$ cat config.mk
export PLATFORM = sky130hd
export DESIGN_NAME = ordered_array_insert_remove_search
export DESIGN_NICKNAME = d
export VERILOG_FILES = /design/src/sv/ordarr_pkg.sv /design/src/sv/ordered_array_insert_remove_search.sv /design/src/sv/ordarr_cell.sv
export SDC_FILE = /design/constraint.sdc
export NUM_CORES = 2
export LEC_CHECK = 0
export BUFFER_PORTS_ARGS = -buffer_cell sky130_fd_sc_hd__buf_4
export CAP_MARGIN = 20
export CORE_AREA = 2 2 286 358
export CTS_CLUSTER_SIZE = 25
export DETAILED_ROUTE_END_ITERATION = 6
export DIE_AREA = 0 0 288 360
export PLACE_DENSITY = 0.76
export SKIP_LAST_GASP = 1
export SLEW_MARGIN = 20
export SYNTH_ARGS = -nofsm -noshare
export SYNTH_HDL_FRONTEND = slang
export SYNTH_SLANG_ARGS = --single-unit
$ cat constraint.sdc
create_clock -name clk_i -period 5.35 [get_ports clk_i]
set_clock_uncertainty 0.15 [all_clocks]
set_input_delay 0 -clock clk_i [delete_from_list [all_inputs] [get_ports clk_i]]
set_output_delay 0 -clock clk_i [all_outputs]
set_load 0.02 [all_outputs]
$ cat src/sv/ordarr_pkg.sv
// Shared types and codes of the ordered array block.
package ordarr_pkg;

  localparam int unsigned POS_W    = 5;
  localparam int unsigned WORD_W   = 32;
  localparam int unsigned CAP_W    = 5;
  localparam int unsigned STATUS_W = 3;
  localparam int unsigned FOUND_W  = 4;
  localparam int unsigned COUNT_W  = 5;

  localparam logic [CAP_W-1:0] CAP_RESET = 5'd16;

  typedef enum logic [1:0] {
    KIND_INSERT = 2'd0,
    KIND_REMOVE = 2'd1,
    KIND_READ   = 2'd2,
    KIND_SEARCH = 2'd3
  } kind_e;

  typedef enum logic [STATUS_W-1:0] {
    STATUS_OK        = 3'd0,
    STATUS_BAD_POS   = 3'd1,
    STATUS_FULL      = 3'd2,
    STATUS_EMPTY     = 3'd3,
    STATUS_NOT_FOUND = 3'd4
  } status_e;

  // Request broadcast to every cell.
  typedef struct packed {
    logic              ins;
    logic              rem;
    kind_e             kind;
    logic [POS_W-1:0]  pos;
    logic [WORD_W-1:0] word;
  } cmd_t;

  // Control part of the query wave that walks along the chain.
  typedef struct packed {
    logic valid;
    logic hit;
  } wave_t;

endpackage

$ cat src/sv/ordered_array_insert_remove_search.sv
// Top level of the ordered array block: request decode, cell chain and result register.
//
// Usage: a request (kind_i, position_i, word_i) is taken at a rising clock edge
// where start is high and busy is low. Each request yields exactly one result
// transaction: result_valid_o is high for one cycle with status_o, read_word_o,
// found_at_o and entry_count_o, and the receiver cannot stall it.
// Insert, remove and any request rejected by its status
// checks update the chain at the accepting edge and show their result in the
// next cycle; busy stays low, so one such request can be taken every cycle.
// A valid read and every search send a query wave through the chain of
// MAX_ENTRIES cells, one cell per cycle; busy stays high until the wave has
// left the last cell, and the result is registered after that, so no new
// request is taken while a wave walks the cell chain.
// The capacity register is written through cfg_valid_i / cfg_data_i; cfg_ready_o
// is always high, and writes are meant to happen while the block is idle.
// Reset empties the list, sets the capacity to 16 and clears all handshake
// state; stored words are left as they are and are never read before written.
module ordered_array_insert_remove_search #(
  parameter int unsigned MAX_ENTRIES = 16
) (
  input  logic                                   clk_i,
  input  logic                                   rst_ni,
  input  logic                                   start,
  output logic                                   busy,
  input  logic [1:0]                             kind_i,
  input  logic [ordarr_pkg::POS_W-1:0]           position_i,
  input  logic signed [ordarr_pkg::WORD_W-1:0]   word_i,
  output logic                                   result_valid_o,
  output logic [ordarr_pkg::STATUS_W-1:0]        status_o,
  output logic signed [ordarr_pkg::WORD_W-1:0]   read_word_o,
  output logic [ordarr_pkg::FOUND_W-1:0]         found_at_o,
  output logic [ordarr_pkg::COUNT_W-1:0]         entry_count_o,
  input  logic                                   cfg_valid_i,
  output logic                                   cfg_ready_o,
  input  logic [ordarr_pkg::CAP_W-1:0]           cfg_data_i
);

  localparam int unsigned CntW   = $clog2(MAX_ENTRIES + 1);
  localparam int unsigned IdxW   = $clog2(MAX_ENTRIES);
  localparam int unsigned CmpW0  = (CntW > ordarr_pkg::POS_W) ? CntW : ordarr_pkg::POS_W;
  localparam int unsigned CmpW   = (CmpW0 > ordarr_pkg::CAP_W) ? CmpW0 : ordarr_pkg::CAP_W;
  localparam int unsigned CntOW  = (CntW > ordarr_pkg::COUNT_W) ? CntW : ordarr_pkg::COUNT_W;
  localparam int unsigned FoundW = (IdxW > ordarr_pkg::FOUND_W) ? IdxW : ordarr_pkg::FOUND_W;
  localparam logic [CmpW-1:0] MaxC = CmpW'(MAX_ENTRIES);

  // One-hot controller: idle, or waiting for a query wave to leave the chain.
  typedef enum logic [1:0] {
    ST_IDLE = 2'b01,
    ST_SCAN = 2'b10
  } state_e;

  state_e                          state_q, state_d;
  logic [CntW-1:0]                 count_q, count_d;
  logic [ordarr_pkg::CAP_W-1:0]    capacity_q;
  ordarr_pkg::kind_e               req_kind_q;
  logic [ordarr_pkg::POS_W-1:0]    req_pos_q;
  logic [ordarr_pkg::WORD_W-1:0]   req_word_q;

  logic                            res_valid_q, res_valid_d;
  ordarr_pkg::status_e             res_status_q, res_status_d;
  logic [ordarr_pkg::WORD_W-1:0]   res_word_q, res_word_d;
  logic [ordarr_pkg::FOUND_W-1:0]  res_found_q, res_found_d;
  logic [CntW-1:0]                 res_count_q, res_count_d;

  logic                            accept;
  logic                            launch;
  ordarr_pkg::kind_e               in_kind;
  ordarr_pkg::cmd_t                cmd;
  logic [CmpW-1:0]                 pos_ext;
  logic [CmpW-1:0]                 cnt_ext;
  logic [CmpW-1:0]                 cap_ext;
  logic [CmpW-1:0]                 eff_cap;
  logic [FoundW-1:0]               found_ext;
  logic [CntOW-1:0]                count_out_ext;

  logic [ordarr_pkg::WORD_W-1:0]   ent       [MAX_ENTRIES];
  ordarr_pkg::wave_t               wave      [MAX_ENTRIES+1];
  logic [IdxW-1:0]                 wave_idx  [MAX_ENTRIES+1];
  logic [ordarr_pkg::WORD_W-1:0]   wave_data [MAX_ENTRIES+1];

  assign busy        = (state_q == ST_SCAN);
  assign accept      = start && !busy;
  assign cfg_ready_o = 1'b1;
  assign in_kind     = ordarr_pkg::kind_e'(kind_i);

  // The effective capacity saturates at the number of cells.
  assign pos_ext = CmpW'(position_i);
  assign cnt_ext = CmpW'(count_q);
  assign cap_ext = CmpW'(capacity_q);
  assign eff_cap = (cap_ext > MaxC) ? MaxC : cap_ext;

  // Request decode. Rejected requests and list updates are answered at once;
  // valid reads and all searches launch a wave into the first cell.
  always_comb begin
    cmd          = '0;
    cmd.kind     = busy ? req_kind_q : in_kind;
    cmd.pos      = busy ? req_pos_q  : position_i;
    cmd.word     = busy ? req_word_q : word_i;
    launch       = 1'b0;
    count_d      = count_q;
    state_d      = state_q;
    res_valid_d  = 1'b0;
    res_status_d = ordarr_pkg::STATUS_OK;
    res_word_d   = '0;
    res_found_d  = '0;
    res_count_d  = count_q;
    found_ext    = FoundW'(wave_idx[MAX_ENTRIES]);

    if (accept) begin
      case (in_kind)
        ordarr_pkg::KIND_INSERT: begin
          if (pos_ext > cnt_ext) begin
            res_status_d = ordarr_pkg::STATUS_BAD_POS;
          end else if (cnt_ext >= eff_cap) begin
            res_status_d = ordarr_pkg::STATUS_FULL;
          end else begin
            cmd.ins = 1'b1;
            count_d = count_q + CntW'(1);
          end
        end
        ordarr_pkg::KIND_REMOVE: begin
          if (count_q == '0) begin
            res_status_d = ordarr_pkg::STATUS_EMPTY;
          end else if (pos_ext >= cnt_ext) begin
            res_status_d = ordarr_pkg::STATUS_BAD_POS;
          end else begin
            cmd.rem = 1'b1;
            count_d = count_q - CntW'(1);
          end
        end
        ordarr_pkg::KIND_READ: begin
          if (count_q == '0) begin
            res_status_d = ordarr_pkg::STATUS_EMPTY;
          end else if (pos_ext >= cnt_ext) begin
            res_status_d = ordarr_pkg::STATUS_BAD_POS;
          end else begin
            launch = 1'b1;
          end
        end
        default: begin
          launch = 1'b1;
        end
      endcase
      res_valid_d = !launch;
      res_count_d = count_d;
      if (launch) begin
        state_d = ST_SCAN;
      end
    end else if (busy && wave[MAX_ENTRIES].valid) begin
      // The wave has passed every cell: report what it collected.
      state_d     = ST_IDLE;
      res_valid_d = 1'b1;
      if (req_kind_q == ordarr_pkg::KIND_READ) begin
        res_word_d = wave_data[MAX_ENTRIES];
      end else if (wave[MAX_ENTRIES].hit) begin
        res_found_d = found_ext[ordarr_pkg::FOUND_W-1:0];
      end else begin
        res_status_d = ordarr_pkg::STATUS_NOT_FOUND;
      end
    end
  end

  // Head of the wave enters the first cell.
  assign wave[0].valid = launch;
  assign wave[0].hit   = 1'b0;
  assign wave_idx[0]   = '0;
  assign wave_data[0]  = '0;

  for (genvar i = 0; i < MAX_ENTRIES; i++) begin : g_cell
    logic [ordarr_pkg::WORD_W-1:0] left_word;
    logic [ordarr_pkg::WORD_W-1:0] right_word;

    if (i == 0) begin : g_first
      assign left_word = ent[i];
    end else begin : g_inner_l
      assign left_word = ent[i-1];
    end
    if (i == MAX_ENTRIES - 1) begin : g_last
      assign right_word = ent[i];
    end else begin : g_inner_r
      assign right_word = ent[i+1];
    end

    ordarr_cell #(
      .MAX_ENTRIES (MAX_ENTRIES),
      .IDX         (i)
    ) u_cell (
      .clk_i        (clk_i),
      .rst_ni       (rst_ni),
      .cmd_i        (cmd),
      .count_i      (count_q),
      .left_word_i  (left_word),
      .right_word_i (right_word),
      .entry_o      (ent[i]),
      .wave_i       (wave[i]),
      .wave_idx_i   (wave_idx[i]),
      .wave_data_i  (wave_data[i]),
      .wave_o       (wave[i+1]),
      .wave_idx_o   (wave_idx[i+1]),
      .wave_data_o  (wave_data[i+1])
    );
  end

  always_ff @(posedge clk_i or negedge rst_ni) begin
    if (!rst_ni) begin
      state_q     <= ST_IDLE;
      count_q     <= '0;
      capacity_q  <= ordarr_pkg::CAP_RESET;
      res_valid_q <= 1'b0;
    end else begin
      state_q     <= state_d;
      count_q     <= count_d;
      res_valid_q <= res_valid_d;
      if (cfg_valid_i && cfg_ready_o) begin
        capacity_q <= cfg_data_i;
      end
    end
  end

  // Request and result payload registers need no reset.
  always_ff @(posedge clk_i) begin
    if (accept) begin
      req_kind_q <= in_kind;
      req_pos_q  <= position_i;
      req_word_q <= word_i;
    end
    if (res_valid_d) begin
      res_status_q <= res_status_d;
      res_word_q   <= res_word_d;
      res_found_q  <= res_found_d;
      res_count_q  <= res_count_d;
    end
  end

  assign count_out_ext  = CntOW'(res_count_q);
  assign result_valid_o = res_valid_q;
  assign status_o       = res_status_q;
  assign read_word_o    = res_word_q;
  assign found_at_o     = res_found_q;
  assign entry_count_o  = count_out_ext[ordarr_pkg::COUNT_W-1:0];

  // A launched wave keeps the block busy in the following cycle.
  a_launch_busy: assert property (@(posedge clk_i) disable iff (!rst_ni)
    launch |=> busy)
    else $error("query wave launched without entering the scan state");

  // The list never holds more entries than there are cells.
  a_count_bound: assert property (@(posedge clk_i) disable iff (!rst_ni)
    CmpW'(count_q) <= MaxC)
    else $error("entry count beyond the number of cells");

  // While a wave is in flight the list is not modified.
  a_scan_stable: assert property (@(posedge clk_i) disable iff (!rst_ni)
    busy |=> $stable(count_q))
    else $error("entry count changed during a scan");

  // A wave only leaves the chain while the controller waits for it.
  a_wave_owner: assert property (@(posedge clk_i) disable iff (!rst_ni)
    wave[MAX_ENTRIES].valid |-> busy)
    else $error("query wave left the chain outside a scan");

  // A successful insert grows the list by exactly one entry.
  a_insert_count: assert property (@(posedge clk_i) disable iff (!rst_ni)
    cmd.ins |=> (count_q == $past(count_q) + CntW'(1)))
    else $error("insert did not advance the entry count");

endmodule

$ cat src/sv/ordarr_cell.sv
// One storage cell of the ordered array chain with its stage of the query wave.
module ordarr_cell #(
  parameter int unsigned MAX_ENTRIES = 16,
  parameter int unsigned IDX         = 0
) (
  input  logic                                    clk_i,
  input  logic                                    rst_ni,
  input  ordarr_pkg::cmd_t                        cmd_i,
  input  logic [$clog2(MAX_ENTRIES+1)-1:0]        count_i,
  input  logic [ordarr_pkg::WORD_W-1:0]           left_word_i,
  input  logic [ordarr_pkg::WORD_W-1:0]           right_word_i,
  output logic [ordarr_pkg::WORD_W-1:0]           entry_o,
  input  ordarr_pkg::wave_t                       wave_i,
  input  logic [$clog2(MAX_ENTRIES)-1:0]          wave_idx_i,
  input  logic [ordarr_pkg::WORD_W-1:0]           wave_data_i,
  output ordarr_pkg::wave_t                       wave_o,
  output logic [$clog2(MAX_ENTRIES)-1:0]          wave_idx_o,
  output logic [ordarr_pkg::WORD_W-1:0]           wave_data_o
);

  localparam int unsigned CntW = $clog2(MAX_ENTRIES + 1);
  localparam int unsigned IdxW = $clog2(MAX_ENTRIES);
  localparam int unsigned CmpW = (CntW > ordarr_pkg::POS_W) ? CntW : ordarr_pkg::POS_W;
  localparam logic [CmpW-1:0] IdxC = CmpW'(IDX);

  logic [ordarr_pkg::WORD_W-1:0] entry_q, entry_d;
  ordarr_pkg::wave_t             wave_q, wave_d;
  logic [IdxW-1:0]               wave_idx_q, wave_idx_d;
  logic [ordarr_pkg::WORD_W-1:0] wave_data_q, wave_data_d;
  logic [CmpW-1:0]               pos_ext;
  logic [CmpW-1:0]               cnt_ext;

  assign pos_ext = CmpW'(cmd_i.pos);
  assign cnt_ext = CmpW'(count_i);

  // Insert moves entries above the position up by one, remove moves them down.
  always_comb begin
    entry_d = entry_q;
    if (cmd_i.ins) begin
      if (IdxC == pos_ext) begin
        entry_d = cmd_i.word;
      end else if (IdxC > pos_ext) begin
        entry_d = left_word_i;
      end
    end else if (cmd_i.rem) begin
      if (IdxC >= pos_ext) begin
        entry_d = right_word_i;
      end
    end
  end

  // The wave keeps the first match it meets and picks up the read entry.
  always_comb begin
    wave_d      = wave_i;
    wave_idx_d  = wave_idx_i;
    wave_data_d = wave_data_i;
    if (wave_i.valid) begin
      if (cmd_i.kind == ordarr_pkg::KIND_SEARCH && !wave_i.hit && IdxC < cnt_ext &&
          entry_q == cmd_i.word) begin
        wave_d.hit = 1'b1;
        wave_idx_d = IdxW'(IDX);
      end
      if (cmd_i.kind == ordarr_pkg::KIND_READ && IdxC == pos_ext) begin
        wave_data_d = entry_q;
      end
    end
  end

  always_ff @(posedge clk_i) begin
    entry_q     <= entry_d;
    wave_idx_q  <= wave_idx_d;
    wave_data_q <= wave_data_d;
  end

  always_ff @(posedge clk_i or negedge rst_ni) begin
    if (!rst_ni) begin
      wave_q <= '0;
    end else begin
      wave_q <= wave_d;
    end
  end

  assign entry_o     = entry_q;
  assign wave_o      = wave_q;
  assign wave_idx_o  = wave_idx_q;
  assign wave_data_o = wave_data_q;

endmodule
==> results.py <==
metrics = {
    "outcome": {
        "outcome": "finished, violations left",
        "violations_in_the_final_reports": "DRC",
    },
    "cts": {
        "tritoncts": "built",
        "clockRootBuffer": "sky130_fd_sc_hd__clkbuf_16",
        "clk_latency_ns": 0.77,
        "cts.sink_count": 1201,
        "max-clock-path-buffers": 3,
        "cts_made_buffers": 113,
        "clkTransAtPathRegs_ns": 0.07,
        "number_of_levels_in_the_clock_h_tree": 3,
    },
    "sta": {
        "hold_viol": 0,
        "highest_clock_rate_mhz": 204.4,
        "timing.final.ws_setup_ns": 0.4582,
        "fin_tns_setup_ns": 0,
        "setup_violations": 0,
        "timing_max_transition_violations_final": 0,
        "final.period_utilization_pct": 91.44,
        "tightestPinTransition_ns": 1.346,
        "period_needed_ns": 4.892,
        "setup_repair_after_global_routing_missed_its_margin": "false",
        "max_slew_margin_pct": 10.27,
    },
    "worst_setup_path": {
        "worst-endpoint-required_ns": 5.88,
        "r2r-end": "g_cell[10].u_cell.wave_o[0]",
        "launching_point_of_the_worst_reg2reg_path": "state_q[0]",
        "launching_element_type_of_the_critical_path": "flip-flop",
        "regToRegSetupSlack_ns": 0.46,
        "crit_fanout": 44,
        "timing.setup.critical_path_class": "flip-flop to flip-flop",
        "crit_path_launch": "state_q[0]",
        "cp.arrival_ns": 5.42,
        "worst_r2r_path_depth": 10,
        "end_kind": "flip-flop",
        "worstSetupEndpoint": "g_cell[10].u_cell.wave_o[0]",
    },
    "drt": {
        "wire_per_inst_um": 36.78,
        "routed_wirelength_um": 258100,
        "routed_via_density": 6.710,
        "drcViolationCount": 9,
        "drtAntennaViolNets": 0,
        "num_vias": 47080,
        "detailedRoute.firstPassIterationCount": 7,
        "drt_iter0_drc": 7312,
    },
    "logic_synthesis": {
        "synth-edff-count": 595,
        "yosys-top-cells-area": "sky130_fd_sc_hd__edfxtp_1, sky130_fd_sc_hd__dfxtp_1, sky130_fd_sc_hd__mux2_2",
        "synth_top_area_cell": "sky130_fd_sc_hd__edfxtp_1",
        "post-synth-top-count-cell": "sky130_fd_sc_hd__nand2_1",
        "synth_cell_type_count": 87,
        "synth_flop_cell": "sky130_fd_sc_hd__edfxtp_1",
        "synth.ff_latch_count": 1201,
        "syn_area_um2": 56820,
        "gate_count_post_synth": 5523,
        "synth.top_cells.by_count": "sky130_fd_sc_hd__nand2_1, sky130_fd_sc_hd__o21ai_0, sky130_fd_sc_hd__edfxtp_1, sky130_fd_sc_hd__dfxtp_1, sky130_fd_sc_hd__mux2_2",
        "synth.avg_cell_area_um2": 10.29,
        "postSynthNetCount": 5588,
        "synth_largest_type_area_fraction_pct": 31.45,
        "yosys_warnings": 0,
        "synth-async-reset-ratio_pct": 3.747,
        "yosysSeqAreaShare_pct": 53.20,
    },
    "layout": {
        "finalCoreUtilization_pct": 64.07,
        "final_layout_size_suffix_gt1_share_pct": 18.10,
        "final_net_count": 5643,
        "finish.cell_count_without_fillers": 7017,
        "multi_input_comb_area_um2": 24850,
        "fill_cells": 7969,
        "ff_latch_area_um2": 30230,
        "syn_to_final_growth_pct": 12.98,
    },
    "die": {
        "std_cell_rows": 130,
        "floorplan.initialDensity_pct": 56.71,
        "core-area_um2": 100200,
        "die_width_um": 288,
        "floorplan.io_pins": 95,
        "floorplan.die_area_um2": 103700,
        "die_y_um": 360,
    },
    "global_route": {
        "groute.layer.met1.usage_pct": 58.21,
        "grt_usage_pct": 49.10,
        "largest_net_degree_at_the_start_of_global_routing": 277,
        "gr-total-overflow": 0,
        "grt_util_met2_pct": 70.61,
        "gr-max-usage-layer": "met2",
        "vias_in_the_first_global_route": 44400,
        "grt_first_pass_wirelength_um": 352000,
        "antenna_found_initial": 17,
        "groute.layer.met3.usage_pct": 11.86,
    },
    "place": {
        "placement.setup.worst_slack_ns": 0.5735,
        "weighted_congestion_at_the_end_of_routability_driven_global_placement": 1.094,
        "dpl.hpwl_um": 182200,
        "placement.io_buffers": 93,
        "dpl.cell_count": 6710,
    },
    "job": {
        "drv.max_cap_violation_count": 0,
    },
    "power_and_ir_drop": {
        "powerDensity_nw_per_um2": 432.9,
        "peakVddDrop_mv": 0.2959,
        "p_leak_uw": 0.02454,
    },
    "hold_path": {
        "hold_path.class": "primary input to flip-flop",
    },
}
==> layout make-up <==
type,count,share of cell area (%)
diodes,18,0.07017
clock buffers,163,5.325
clock inverters,53,0.9356
inverters,113,0.6686
multi-input cells,3798,38.71
flip-flops and latches,1201,47.09
well taps,1320,2.573
repair buffers,351,4.635
==> what timing repair did <==
item                                    CTS  global route
hold buffers                             71             0
hold endpoints to repair                182             0
buffers inserted                          0             0
endpoints found under the setup margin    0             0
gates resized for setup                   0             0
==> worst min path at each step <==
stage	depth (start not counted)	from	slack, ns	to
after floorplan	0	rst_ni	-0.45	cap_ext[0]
after global placement	1	rst_ni	-0.08	cap_ext[2]
after detailed placement	1	rst_ni	-0.07	cap_ext[1]
after CTS	2	word_i[16]	0.001	req_word_q[16]
after global routing	2	word_i[0]	0.03	req_word_q[0]
final	2	word_i[16]	0.02	req_word_q[16]
==> power breakdown <==
group / internal, uW / total [uW] / switching (uW)
registers: 10200 / 10900 / 674
clock network: 4880 / 8670 / 3790
logic: 2450 / 8220 / 5770
total: 17500 / 27800 / 10200
==> worst max-delay path, cell delays in order, from the launching register on <==
cell and delay (ns):
sky130_fd_sc_hd__dfstp_2 0.37, sky130_fd_sc_hd__nand2b_4 0.34, sky130_fd_sc_hd__inv_6 0.62, sky130_fd_sc_hd__mux2i_4 0.87, sky130_fd_sc_hd__buf_4 0.33, sky130_fd_sc_hd__buf_4 0.19
sky130_fd_sc_hd__xnor2_1 0.12, sky130_fd_sc_hd__or4_1 0.56, sky130_fd_sc_hd__nor4_2 0.77, sky130_fd_sc_hd__buf_4 0.27, sky130_fd_sc_hd__or2_1 0.10
==> cell usage in the layout (no fill, tap or decap), types with 21 or more instances in the layout <==
cell type,netlist,routed
sky130_fd_sc_hd__nor3_1,31,24
sky130_fd_sc_hd__mux2i_4,23,32
sky130_fd_sc_hd__nor2b_1,36,36
sky130_fd_sc_hd__nor2_1,268,249
sky130_fd_sc_hd__xor2_1,181,181
sky130_fd_sc_hd__clkbuf_16,0,123
sky130_fd_sc_hd__clkbuf_1,302,21
sky130_fd_sc_hd__mux2_2,454,454
sky130_fd_sc_hd__inv_1,105,105
sky130_fd_sc_hd__mux2_1,30,30
sky130_fd_sc_hd__o22ai_1,60,60
sky130_fd_sc_hd__nand3_1,28,27
sky130_fd_sc_hd__o21ai_0,787,783
sky130_fd_sc_hd__and2_1,70,70
sky130_fd_sc_hd__or2_1,40,40
sky130_fd_sc_hd__clkinv_2,0,22
sky130_fd_sc_hd__nand4_1,41,41
sky130_fd_sc_hd__nand2_1,790,790
sky130_fd_sc_hd__buf_4,12,268
sky130_fd_sc_hd__a21oi_1,278,272
sky130_fd_sc_hd__edfxtp_1,595,595
sky130_fd_sc_hd__dfrtp_1,43,43
sky130_fd_sc_hd__xnor2_1,289,289
sky130_fd_sc_hd__nor4_1,76,75
sky130_fd_sc_hd__dlygate4sd3_1,0,70
sky130_fd_sc_hd__dfxtp_1,561,561
==> state kept, by name, summed over array words and instances, names as in the netlist <==
signal                     flops
cap_ext                        5
cnt_ext                        5
entry_count_o                  5
found_at_o                     4
g_cell.u_cell.entry_o        512
g_cell.u_cell.wave_data_o    512
g_cell.u_cell.wave_idx_o      49
g_cell.u_cell.wave_o          32
read_word_o                   32
req_kind_q                     2
req_pos_q                      5
req_word_q                    32
result_valid_o                 1
state_q                        2
status_o                       3
==> metrics by stage <==
step | hold WS [ns] | total power, uW | cell area (um^2)
floorplan | -0.4456 | 15080 | 56820
global placement | -0.07743 | 18610 | 59360
detailed placement | -0.06782 | 18650 | 59360
CTS | 0.001070 | 27210 | 64110
global route | 0.03169 | 28230 | 64170
finish | 0.01716 | 27790 | 64190
==> cell families (layout without fill, tap and decap cells) <==
| logic type | count (synthesis) | in the layout | synth area share, % |
|---|---|---|---|
| other | 1 | 19 | 0.006600 |
| and+or+nand+nor | 1459 | 1459 | 11.53 |
| muxes | 523 | 523 | 10.79 |
| adders and majority gates | 17 | 17 | 0.3744 |
| DFF | 1201 | 1201 | 53.20 |
| buffers and inverters | 524 | 680 | 3.733 |
| xor gates and xnor gates | 470 | 470 | 7.245 |
| AOI/OAI and AO/OA | 1328 | 1328 | 13.12 |
==> layer usage <==
metal | vias to the layer above | routed length, um
li1 | 19640 | -
met1 | 22260 | 86840
met2 | 3957 | 108500
met3 | 1216 | 29650
met4 | 4 | 33040
met5 | - | 34
(Power assumes the default switching activity.)
